===== config.mk =====
export PLATFORM = sky130hd
export DESIGN_NAME = text_encoding_sniffer_unit
export DESIGN_NICKNAME = d
export VERILOG_FILES = /design/src/hw/rtl/tes_pkg.sv /design/src/hw/rtl/tes_in_stage.sv /design/src/hw/rtl/tes_core.sv /design/src/hw/rtl/tes_out_stage.sv /design/src/hw/rtl/text_encoding_sniffer_unit.sv
export SDC_FILE = /design/constraint.sdc
export NUM_CORES = 1
export LEC_CHECK = 0
export BUFFER_PORTS_ARGS = -buffer_cell sky130_fd_sc_hd__buf_2
export CORE_ASPECT_RATIO = 1.25
export CORE_MARGIN = 4
export CORE_UTILIZATION = 47
export CTS_CLUSTER_DIAMETER = 150
export DETAILED_ROUTE_END_ITERATION = 8
export HOLD_SLACK_MARGIN = 0.02
export PLACE_DENSITY = 0.65
export SYNTH_ARGS = -nofsm -noshare
export SYNTH_HDL_FRONTEND = slang
export SYNTH_SLANG_ARGS = --single-unit

===== constraint.sdc =====
create_clock -name clk -period 2.3 [get_ports clk]
set_input_delay 0.345 -clock clk [delete_from_list [all_inputs] [get_ports clk]]
set_output_delay 0.345 -clock clk [all_outputs]
set_load 0.01 [all_outputs]

===== src/hw/rtl/tes_pkg.sv =====
package tes_pkg;

  // Encoding codes reported with the final byte of a data set.
  typedef enum logic [2:0] {
    ENC_UTF8     = 3'd0,
    ENC_UTF8_BOM = 3'd1,
    ENC_UTF16_LE = 3'd2,
    ENC_UTF16_BE = 3'd3,
    ENC_ANSI     = 3'd4
  } enc_code_t;

  // One input word as it travels from the input register to the sniffer core.
  typedef struct packed {
    logic [7:0] data_byte;
    logic       final_byte;
  } tes_item_t;

  // Byte order marks.
  localparam logic [7:0] BOM8_B0  = 8'hEF;
  localparam logic [7:0] BOM8_B1  = 8'hBB;
  localparam logic [7:0] BOM8_B2  = 8'hBF;
  localparam logic [7:0] BOM16_FF = 8'hFF;
  localparam logic [7:0] BOM16_FE = 8'hFE;

  // UTF-8 lead and continuation byte classes.
  localparam logic [7:0] MASK_2LEAD = 8'hE0;
  localparam logic [7:0] PAT_2LEAD  = 8'hC0;
  localparam logic [7:0] MASK_3LEAD = 8'hF0;
  localparam logic [7:0] PAT_3LEAD  = 8'hE0;
  localparam logic [7:0] MASK_4LEAD = 8'hF8;
  localparam logic [7:0] PAT_4LEAD  = 8'hF0;
  localparam logic [7:0] MASK_CONT  = 8'hC0;
  localparam logic [7:0] PAT_CONT   = 8'h80;

  // Bytes-seen counter saturates at this value.
  localparam logic [1:0] SEEN_MAX = 2'd3;

endpackage


===== src/hw/rtl/tes_in_stage.sv =====
module tes_in_stage
  import tes_pkg::*;
(
  input  logic       clk,
  input  logic       rst_n,
  input  logic       in_valid,
  output logic       in_stall,
  input  logic [7:0] in_data_byte,
  input  logic       in_final_byte,
  input  logic       slot_free,
  output logic       item_vld,
  output logic       step,
  output tes_item_t  item
);

  logic      vld_r;
  logic      vld_nxt;
  tes_item_t item_r;
  logic      accept;

  // A word leaves the register unless it is final and the result slot is busy.
  assign step     = vld_r && (!item_r.final_byte || slot_free);
  assign in_stall = vld_r && !step;
  assign accept   = in_valid && !in_stall;

  always_comb begin
    vld_nxt = vld_r;
    if (accept) begin
      vld_nxt = 1'b1;
    end else if (step) begin
      vld_nxt = 1'b0;
    end
  end

  always_ff @(posedge clk) begin
    if (!rst_n) begin
      vld_r <= 1'b0;
    end else begin
      vld_r <= vld_nxt;
    end
  end

  // Payload register needs no reset.
  always_ff @(posedge clk) begin
    if (accept) begin
      item_r.data_byte  <= in_data_byte;
      item_r.final_byte <= in_final_byte;
    end
  end

  assign item_vld = vld_r;
  assign item     = item_r;

endmodule


===== src/hw/rtl/tes_core.sv =====
module tes_core
  import tes_pkg::*;
(
  input  logic      clk,
  input  logic      rst_n,
  input  logic      step,
  input  tes_item_t item,
  output enc_code_t code
);

  logic [1:0] seen_r,   seen_nxt;
  logic [7:0] first_r,  first_nxt;
  logic [7:0] second_r, second_nxt;
  logic       bom_r,    bom_nxt;
  logic [1:0] pend_r,   pend_nxt;
  logic       ok_r,     ok_nxt;
  logic [7:0] b;

  assign b = item.data_byte;

  // Capture the leading bytes and test for the UTF-8 byte order mark.
  always_comb begin
    first_nxt  = first_r;
    second_nxt = second_r;
    bom_nxt    = bom_r;
    case (seen_r)
      2'd0: first_nxt = b;
      2'd1: second_nxt = b;
      2'd2: bom_nxt = (first_r == BOM8_B0) && (second_r == BOM8_B1) && (b == BOM8_B2);
      default: ;
    endcase
    seen_nxt = (seen_r == SEEN_MAX) ? SEEN_MAX : seen_r + 2'd1;
  end

  // Loose UTF-8 check; once failed, later bytes are not examined.
  always_comb begin
    pend_nxt = pend_r;
    ok_nxt   = ok_r;
    if (ok_r) begin
      if (pend_r != 2'd0) begin
        if ((b & MASK_CONT) != PAT_CONT) begin
          ok_nxt = 1'b0;
        end else begin
          pend_nxt = pend_r - 2'd1;
        end
      end else if (b[7]) begin
        if ((b & MASK_2LEAD) == PAT_2LEAD) begin
          pend_nxt = 2'd1;
        end else if ((b & MASK_3LEAD) == PAT_3LEAD) begin
          pend_nxt = 2'd2;
        end else if ((b & MASK_4LEAD) == PAT_4LEAD) begin
          pend_nxt = 2'd3;
        end else begin
          ok_nxt = 1'b0;
        end
      end
    end
  end

  // Classification uses the state as updated by the current word.
  always_comb begin
    if (seen_nxt == SEEN_MAX && bom_nxt) begin
      code = ENC_UTF8_BOM;
    end else if (seen_nxt >= 2'd2 && first_nxt == BOM16_FF && second_nxt == BOM16_FE) begin
      code = ENC_UTF16_LE;
    end else if (seen_nxt >= 2'd2 && first_nxt == BOM16_FE && second_nxt == BOM16_FF) begin
      code = ENC_UTF16_BE;
    end else if (ok_nxt) begin
      code = ENC_UTF8;
    end else begin
      code = ENC_ANSI;
    end
  end

  // State clears after each final word.
  always_ff @(posedge clk) begin
    if (!rst_n || (step && item.final_byte)) begin
      seen_r   <= 2'd0;
      first_r  <= 8'd0;
      second_r <= 8'd0;
      bom_r    <= 1'b0;
      pend_r   <= 2'd0;
      ok_r     <= 1'b1;
    end else if (step) begin
      seen_r   <= seen_nxt;
      first_r  <= first_nxt;
      second_r <= second_nxt;
      bom_r    <= bom_nxt;
      pend_r   <= pend_nxt;
      ok_r     <= ok_nxt;
    end
  end

endmodule


===== src/hw/rtl/tes_out_stage.sv =====
module tes_out_stage
  import tes_pkg::*;
(
  input  logic       clk,
  input  logic       rst_n,
  input  logic       load,
  input  enc_code_t  code,
  output logic       slot_free,
  output logic       out_valid,
  input  logic       out_stall,
  output logic [2:0] out_encoding_code
);

  logic      vld_r;
  logic      vld_nxt;
  enc_code_t code_r;

  // The slot can take a new result when empty or being drained this cycle.
  assign slot_free = !vld_r || !out_stall;

  always_comb begin
    vld_nxt = vld_r;
    if (load) begin
      vld_nxt = 1'b1;
    end else if (vld_r && !out_stall) begin
      vld_nxt = 1'b0;
    end
  end

  always_ff @(posedge clk) begin
    if (!rst_n) begin
      vld_r <= 1'b0;
    end else begin
      vld_r <= vld_nxt;
    end
  end

  always_ff @(posedge clk) begin
    if (load) begin
      code_r <= code;
    end
  end

  assign out_valid         = vld_r;
  assign out_encoding_code = code_r;

endmodule


===== src/hw/rtl/text_encoding_sniffer_unit.sv =====
// Channel | Direction | Ports                               | Handshake
// in_     | input     | in_data_byte[7:0], in_final_byte    | in_valid / in_stall
// out_    | output    | out_encoding_code[2:0]              | out_valid / out_stall
//
// One word is accepted per cycle while in_stall is low; a final word's result is registered in the output register.
// The limit is the input register feeding the combinational sniffer logic.
// Synchronous active-low reset empties both registers and clears the sniffer state.
// A stalled result holds the output register; the input register keeps taking
// non-final words, and stalls only while a final word waits for the result slot.
module text_encoding_sniffer_unit
  import tes_pkg::*;
(
  input  logic       clk,
  input  logic       rst_n,
  input  logic       in_valid,
  output logic       in_stall,
  input  logic [7:0] in_data_byte,
  input  logic       in_final_byte,
  output logic       out_valid,
  input  logic       out_stall,
  output logic [2:0] out_encoding_code
);

  tes_item_t item;
  logic      item_vld;
  logic      step;
  logic      slot_free;
  enc_code_t code;

  tes_in_stage u_in (
    .clk          (clk),
    .rst_n        (rst_n),
    .in_valid     (in_valid),
    .in_stall     (in_stall),
    .in_data_byte (in_data_byte),
    .in_final_byte(in_final_byte),
    .slot_free    (slot_free),
    .item_vld     (item_vld),
    .step         (step),
    .item         (item)
  );

  tes_core u_core (
    .clk  (clk),
    .rst_n(rst_n),
    .step (step),
    .item (item),
    .code (code)
  );

  tes_out_stage u_out (
    .clk              (clk),
    .rst_n            (rst_n),
    .load             (step && item.final_byte),
    .code             (code),
    .slot_free        (slot_free),
    .out_valid        (out_valid),
    .out_stall        (out_stall),
    .out_encoding_code(out_encoding_code)
  );

  // The input side only stalls while it holds a word.
  a_stall_needs_word: assert property (@(posedge clk) disable iff (!rst_n)
    in_stall |-> item_vld)
    else $error("input stalled with an empty input register");

  // A final word never overwrites a result that is still waiting.
  a_final_needs_slot: assert property (@(posedge clk) disable iff (!rst_n)
    (step && item.final_byte) |-> slot_free)
    else $error("final word advanced into an occupied result slot");

  // Every final word yields a result in the next cycle.
  a_final_gives_result: assert property (@(posedge clk) disable iff (!rst_n)
    (step && item.final_byte) |=> out_valid)
    else $error("final word produced no result");

endmodule

==> results.cfg, run 1 <==
[global_route]
grt_pass1_vias = 1292
track_usage = 0.184
antenna_found_initial = 0
grt_max_degree = 24
grt_overflow = 0
grt_pass1_wl_mm = 6.12

[sta]
tightest_slew_ns = 0.734
fin_crit_sh = 0.961
rsz0062_at_grt = false
hold_violations = 0
setup_viol = 0
fmax_mhz = 453
fin_skew_ns = 0.00822
tns_ns = 0
relSlewSlack = 0.509
fin_crit_ns = 2.21
whs_ns = 0.222
drv_slew = 0

[run]
maxCapViolations = 0

[die]
die_area_um2 = 4570
fp.dieW_um = 61.3
die_height_um = 74.6
start_util = 0.504
ioPinCount = 18
row_count = 23
coreArea_um2 = 3310

[worst_setup_path]
endpoint_kind = flop
cp.arrival_ns = 2.27
critPathKind = flop to flop
cp_data_required_time_ns = 2.36
path_max_fanout = 12
start_kind = flop

[clock_tree]
clk_pin_slew_ns = 0.08
cts_hold_buf = 0
clkSinkCount = 36
clk_latency_ns = 0.30
cts_tree = yes
cts_buffer_depth = 2
cts-root-buf = clkbuf_8
postCtsSetupBuffers = 0
cts_resized = 0
numCtsBuffers = 5
cts_max_level = 2

[place]
globalplace.congestion = 0.835
port_buffers = 17
placed_area_um2 = 1800
hpwl_mm = 2.69

[power_and_ir_drop]
worst_ir_drop_vdd_v = 0.000488
power.density_nw_per_um2 = 721
leakagePower_uw = 0.000743

[cells_and_area]
layout-drive-gt1-share = 0.170
nFillCells = 281
area_growth_pct = 14.6
antenna_cells = 0
design_area_um2 = 1910
final_nets = 212

[synthesis]
syn_nets = 191
synth_cells = 178
syn-cell-area_um2 = 1670
ys_seq_elements = 36
synth_top_cell_by_area = dfxtp_1
synth_area_per_cell_um2 = 9.38
synth_top_area_frac = 0.288
yosysUniqueCellTypes = 44
synth_area_leaders = dfxtp_1 29%, edfxtp_1 22%, nand2_1 6.1%
synth_warnings = 0
ys_seq_area_frac = 0.504

[drt]
via_per_inst = 5.92
num_vias = 1404
detail-route-antenna-nets = 0
drc = 0
drt_iter0_drc = 75
wl_per_cell_um = 15.8
finalWirelength_mm = 3.75
dr.pass1.iters = 4

[run_status]
outcome = finished clean

[min_path]
worstHoldPathType = primary input to flop
where the power goes:
| part | leakage [µW] | total (µW) | internal (µW) | switching (µW) |
|---|---|---|---|---|
| sequential | 0.000313 | 714 | 682 | 31.9 |
| combinational | 0.000376 | 106 | 46.6 | 59.3 |
| clock | 0.0000541 | 560 | 321 | 240 |
| total | 0.000743 | 1380 | 1050 | 331 |
synthesized netlist by cell type (all sizes together):
| cell type | n |
|---|---|
| nand2 | 27 |
| dfxtp | 24 |
| nor2 | 17 |
| a21oi | 12 |
| edfxtp | 12 |
| nand3 | 12 |
| mux2i | 10 |
| o21ai | 7 |
| clkbuf | 6 |
| a31oi | 4 |
| buf | 4 |
| nand4b | 4 |
| nor2b | 4 |
| inv | 3 |
| and2 | 2 |
| nand2b | 2 |
| nand3b | 2 |
| o211a | 2 |
| or4 | 2 |
| xor2 | 2 |
| a2111oi | 1 |
| a211o | 1 |
| a21boi | 1 |
| a221oi | 1 |
| a22oi | 1 |
| a2bb2oi | 1 |
| a311oi | 1 |
| a41oi | 1 |
| and3 | 1 |
| and3b | 1 |
| and4b | 1 |
| mux2 | 1 |
| nand4 | 1 |
| nor3b | 1 |
| nor4 | 1 |
| o211ai | 1 |
| o21a | 1 |
| o31a | 1 |
| o31ai | 1 |
| or3 | 1 |
layout make-up:
class,count,area (µm²),share of cell area
sequential,36,841,0.440
multi-input combinational,129,766,0.400
timing repair buffer,24,138,0.0719
clock buffer,5,68.8,0.0360
tap,37,46.3,0.0242
clock inverter,3,42.5,0.0222
inverter,3,11.3,0.00589
through the flow:
stage,total power (µW),instances,util,worst slack [ns]
after global placement,829,229,0.544,0.202
final,1380,237,0.578,0.0902
after global routing,1430,237,0.578,0.00248
after detailed placement,832,229,0.544,0.135
after floorplan,790,178,-,0.335
after CTS,1390,237,0.578,0.123
flip-flops by register name (all words and copies together), names as in the netlist:
signal	cells
u_core.bom_r	1
u_core.first_r	8
u_core.ok_r	1
u_core.pend_r	2
u_core.second_r	8
u_core.seen_r	2
u_in.item	9
u_in.item_vld	1
u_out.out_encoding_code	3
u_out.out_valid	1
cells in the final DEF (no fill, tap or decap), types with 2 or more instances in the layout:
cell type and instances:
a21oi_1 12, a31oi_1 4, and2_1 2, buf_2 17, buf_4 7, clkbuf_8 5
dfxtp_1 24, edfxtp_1 12, inv_1 3, mux2i_1 10, nand2_1 27, nand2b_1 2
nand3_1 12, nand3b_1 2, nand4b_1 4, nor2_1 17, nor2b_1 4, o21ai_0 5
o21ai_1 2, or4_1 2, xor2_1 2
worst max-delay path: stages, from the launching register on:
cell and delay [ns]:
dfxtp_1 0.56, nor2b_1 0.28, a22oi_1 0.10, or4_1 0.41
or3_4 0.40, o211a_1 0.21
metal layers:
metal  track usage  part of all wire  vias to the layer above
met5             0                 0                        -
met4        0.0795             0.018                        0
met3        0.0463             0.062                        7
met2         0.294              0.48                       60
met1         0.235              0.44                      647
li1              -                 -                      690
worst paths after layout:
| path | from | to | slack [ns] | cells past startpoint |
|---|---|---|---|---|
| worst min-delay path | in_data_byte[0] | u_in.item[1] | 0.22 | 1 |
| worst min register to register | u_core.first_r[3] | u_core.first_r[3] | 0.49 | 2 |
| worst max register to register | u_core.seen_r[0] | u_out.out_encoding_code[2] | 0.09 | 5 |
| worst max-delay path | u_core.seen_r[0] | u_out.out_encoding_code[2] | 0.09 | 5 |
logic make-up (layout without fill, tap and decap cells):
logic type	count (synthesis)	count (layout)	synth area share
XOR/XNOR	2	2	0.0105
AO/OA/AOI/OAI	37	37	0.144
AND/OR/NAND/NOR	79	79	0.238
flip-flops	36	36	0.504
multiplexers	11	11	0.0667
buffers and inverters	13	35	0.0375
No activity file was read; power rests on OpenSTA's default activity.
==> run 2, diff against run 1 <==
--- a/config.mk
+++ b/config.mk
@@ -6,11 +6,11 @@
 export NUM_CORES = 1
 export LEC_CHECK = 0
 export BUFFER_PORTS_ARGS = -buffer_cell sky130_fd_sc_hd__buf_2
-export CORE_ASPECT_RATIO = 1.25
 export CORE_MARGIN = 4
 export CORE_UTILIZATION = 47
 export CTS_CLUSTER_DIAMETER = 150
 export DETAILED_ROUTE_END_ITERATION = 8
+export GPL_TIMING_DRIVEN = 1
 export HOLD_SLACK_MARGIN = 0.02
 export PLACE_DENSITY = 0.65
 export SYNTH_ARGS = -nofsm -noshare
==> results.cfg, run 2 (synthesized netlist as in run 1, its figures left out) <==
[clock_tree]
cts-root-buf = clkbuf_4
cts_hold_buf = 0
clkSinkCount = 36
clk_latency_ns = 0.33
cts_max_level = 2
cts_resized = 0
cts_buffer_depth = 2
cts_tree = yes
postCtsSetupBuffers = 0
numCtsBuffers = 5
clk_pin_slew_ns = 0.11

[die]
fp.dieW_um = 67.6
die_height_um = 67.6
coreArea_um2 = 3390
start_util = 0.492
row_count = 21
ioPinCount = 18
die_area_um2 = 4570

[worst_setup_path]
critPathCapture = u_out.out_encoding_code[2]
critPathKind = flop to flop
path_max_fanout = 11
worstReg2RegStart = u_core.seen_r[0]
r2r_cells = 5
endpoint_kind = flop
r2r_end = u_out.out_encoding_code[2]
cp_data_required_time_ns = 2.41
rrSetupSlack_ns = 0.15
start_kind = flop
cp.arrival_ns = 2.26
startpoint = u_core.seen_r[0]

[place]
dp_slack_ns = 0.173
globalplace.congestion = 0.880
hpwl_mm = 2.80
placedCellCount = 243
port_buffers = 17

[sta]
fin_crit_sh = 0.937
tightest_slew_ns = 0.726
fin_skew_ns = 0.00869
tns_ns = 0
worst_slack_ns = 0.145
fmax_mhz = 464
fin_crit_ns = 2.15
rsz0062_at_grt = false
relSlewSlack = 0.515
drv_slew = 0
setup_viol = 0
hold_violations = 0

[global_route]
grt_use_met3 = 0.0449
grt_overflow = 0
grt_pass1_vias = 1307
track_usage = 0.186
antenna_found_initial = 0
grt_pass1_wl_mm = 6.31
met1_usage = 0.249
grt_max_degree = 18
use_met2 = 0.298
top_usage_layer = met2

[drt]
detail-route-antenna-nets = 0
drt_iter0_drc = 119
wl_per_cell_um = 14.7
finalWirelength_mm = 3.69
num_vias = 1413
dr.pass1.iters = 5
drc = 0
via_per_inst = 5.63

[run]
maxCapViolations = 0

[min_path]
worstHoldPathType = primary input to flop

[power_and_ir_drop]
power.density_nw_per_um2 = 604
p_int_uw = 850
leakagePower_uw = 0.000747
pwr-share-comb = 0.099
switchingPower_uw = 302
worst_ir_drop_vdd_v = 0.000441
swShare = 0.262
power_frac_seq = 0.616
power_frac_clock = 0.285

[run_status]
outcome = finished clean

[cells_and_area]
antenna_cells = 0
final_nets = 217
fin_cells = 251
final_common_cell = nand2_1
area_growth_pct = 14.2
layout-drive-gt1-share = 0.190
layout_common_cells = 27 x nand2_1, 24 x dfxtp_1, 17 x nor2_1, 17 x buf_2
largest_reg_flops = 9
## run 2: cell types whose count changed in the layout (fill, tap and decap cells not counted)
cell	previous run	this run
buf_4	7	12
bufinv_16	1	0
clkbuf_4	0	5
clkbuf_8	5	0
clkinv_2	1	2
clkinv_4	0	1
clkinvlp_4	1	0
## run 2: per-layer routing
metal  vias to the layer above  wire length (µm)
met5                         -                 0
met4                         0                16
met3                         2               232
met2                        52              1750
met1                       664              1700
li1                        695                 -
## run 2: cell type report
type	count	area, µm²
clock buffer	5	37.5
clock inverter	3	18.8
fill	317	1480
inverter	3	11.3
multi-input combinational	129	766
sequential	36	841
tap	46	57.6
timing repair buffer	29	175
## run 2: worst min path at each step
stage | startpoint | endpoint | slack [ns] | cells after the start
5_1_grt | in_data_byte[3] | u_in.item[4] | 0.16 | 1
4_1_cts | in_data_byte[4] | u_in.item[5] | 0.16 | 1
2_1_floorplan | in_final_byte | u_in.item[0] | 0.44 | 0
6_report | in_data_byte[4] | u_in.item[5] | 0.18 | 1
3_3_place_gp | u_core.first_r[7] | u_core.first_r[7] | 0.47 | 2
3_5_place_dp | u_core.first_r[7] | u_core.first_r[7] | 0.47 | 2
## run 2: stage by stage
step / util / power, µW / hold WS [ns] / area [µm²]
finish: 0.563 / 1150 / 0.176 / 1910
global placement: 0.546 / 836 / 0.470 / 1850
floorplan: - / 790 / 0.444 / 1670
detailed placement: 0.546 / 838 / 0.473 / 1850
CTS: 0.563 / 1170 / 0.158 / 1910
global route: 0.563 / 1210 / 0.155 / 1910
## run 2: worst max-delay path: stages (launching register included)
cell and delay (ns):
dfxtp_1 0.56, o211a_2 0.22, a31oi_1 0.04, or4_1 0.50
or3_4 0.41, o211a_1 0.21
## run 2: power by group through the flow
stage                     Clock [µW]  Combinational, µW  Sequential [µW]
after CTS                        344                114              709
after floorplan                    0               76.6              713
after detailed placement           0                114              724
after global routing             370                130              714
after global placement             0                112              724
final                            328                114              710
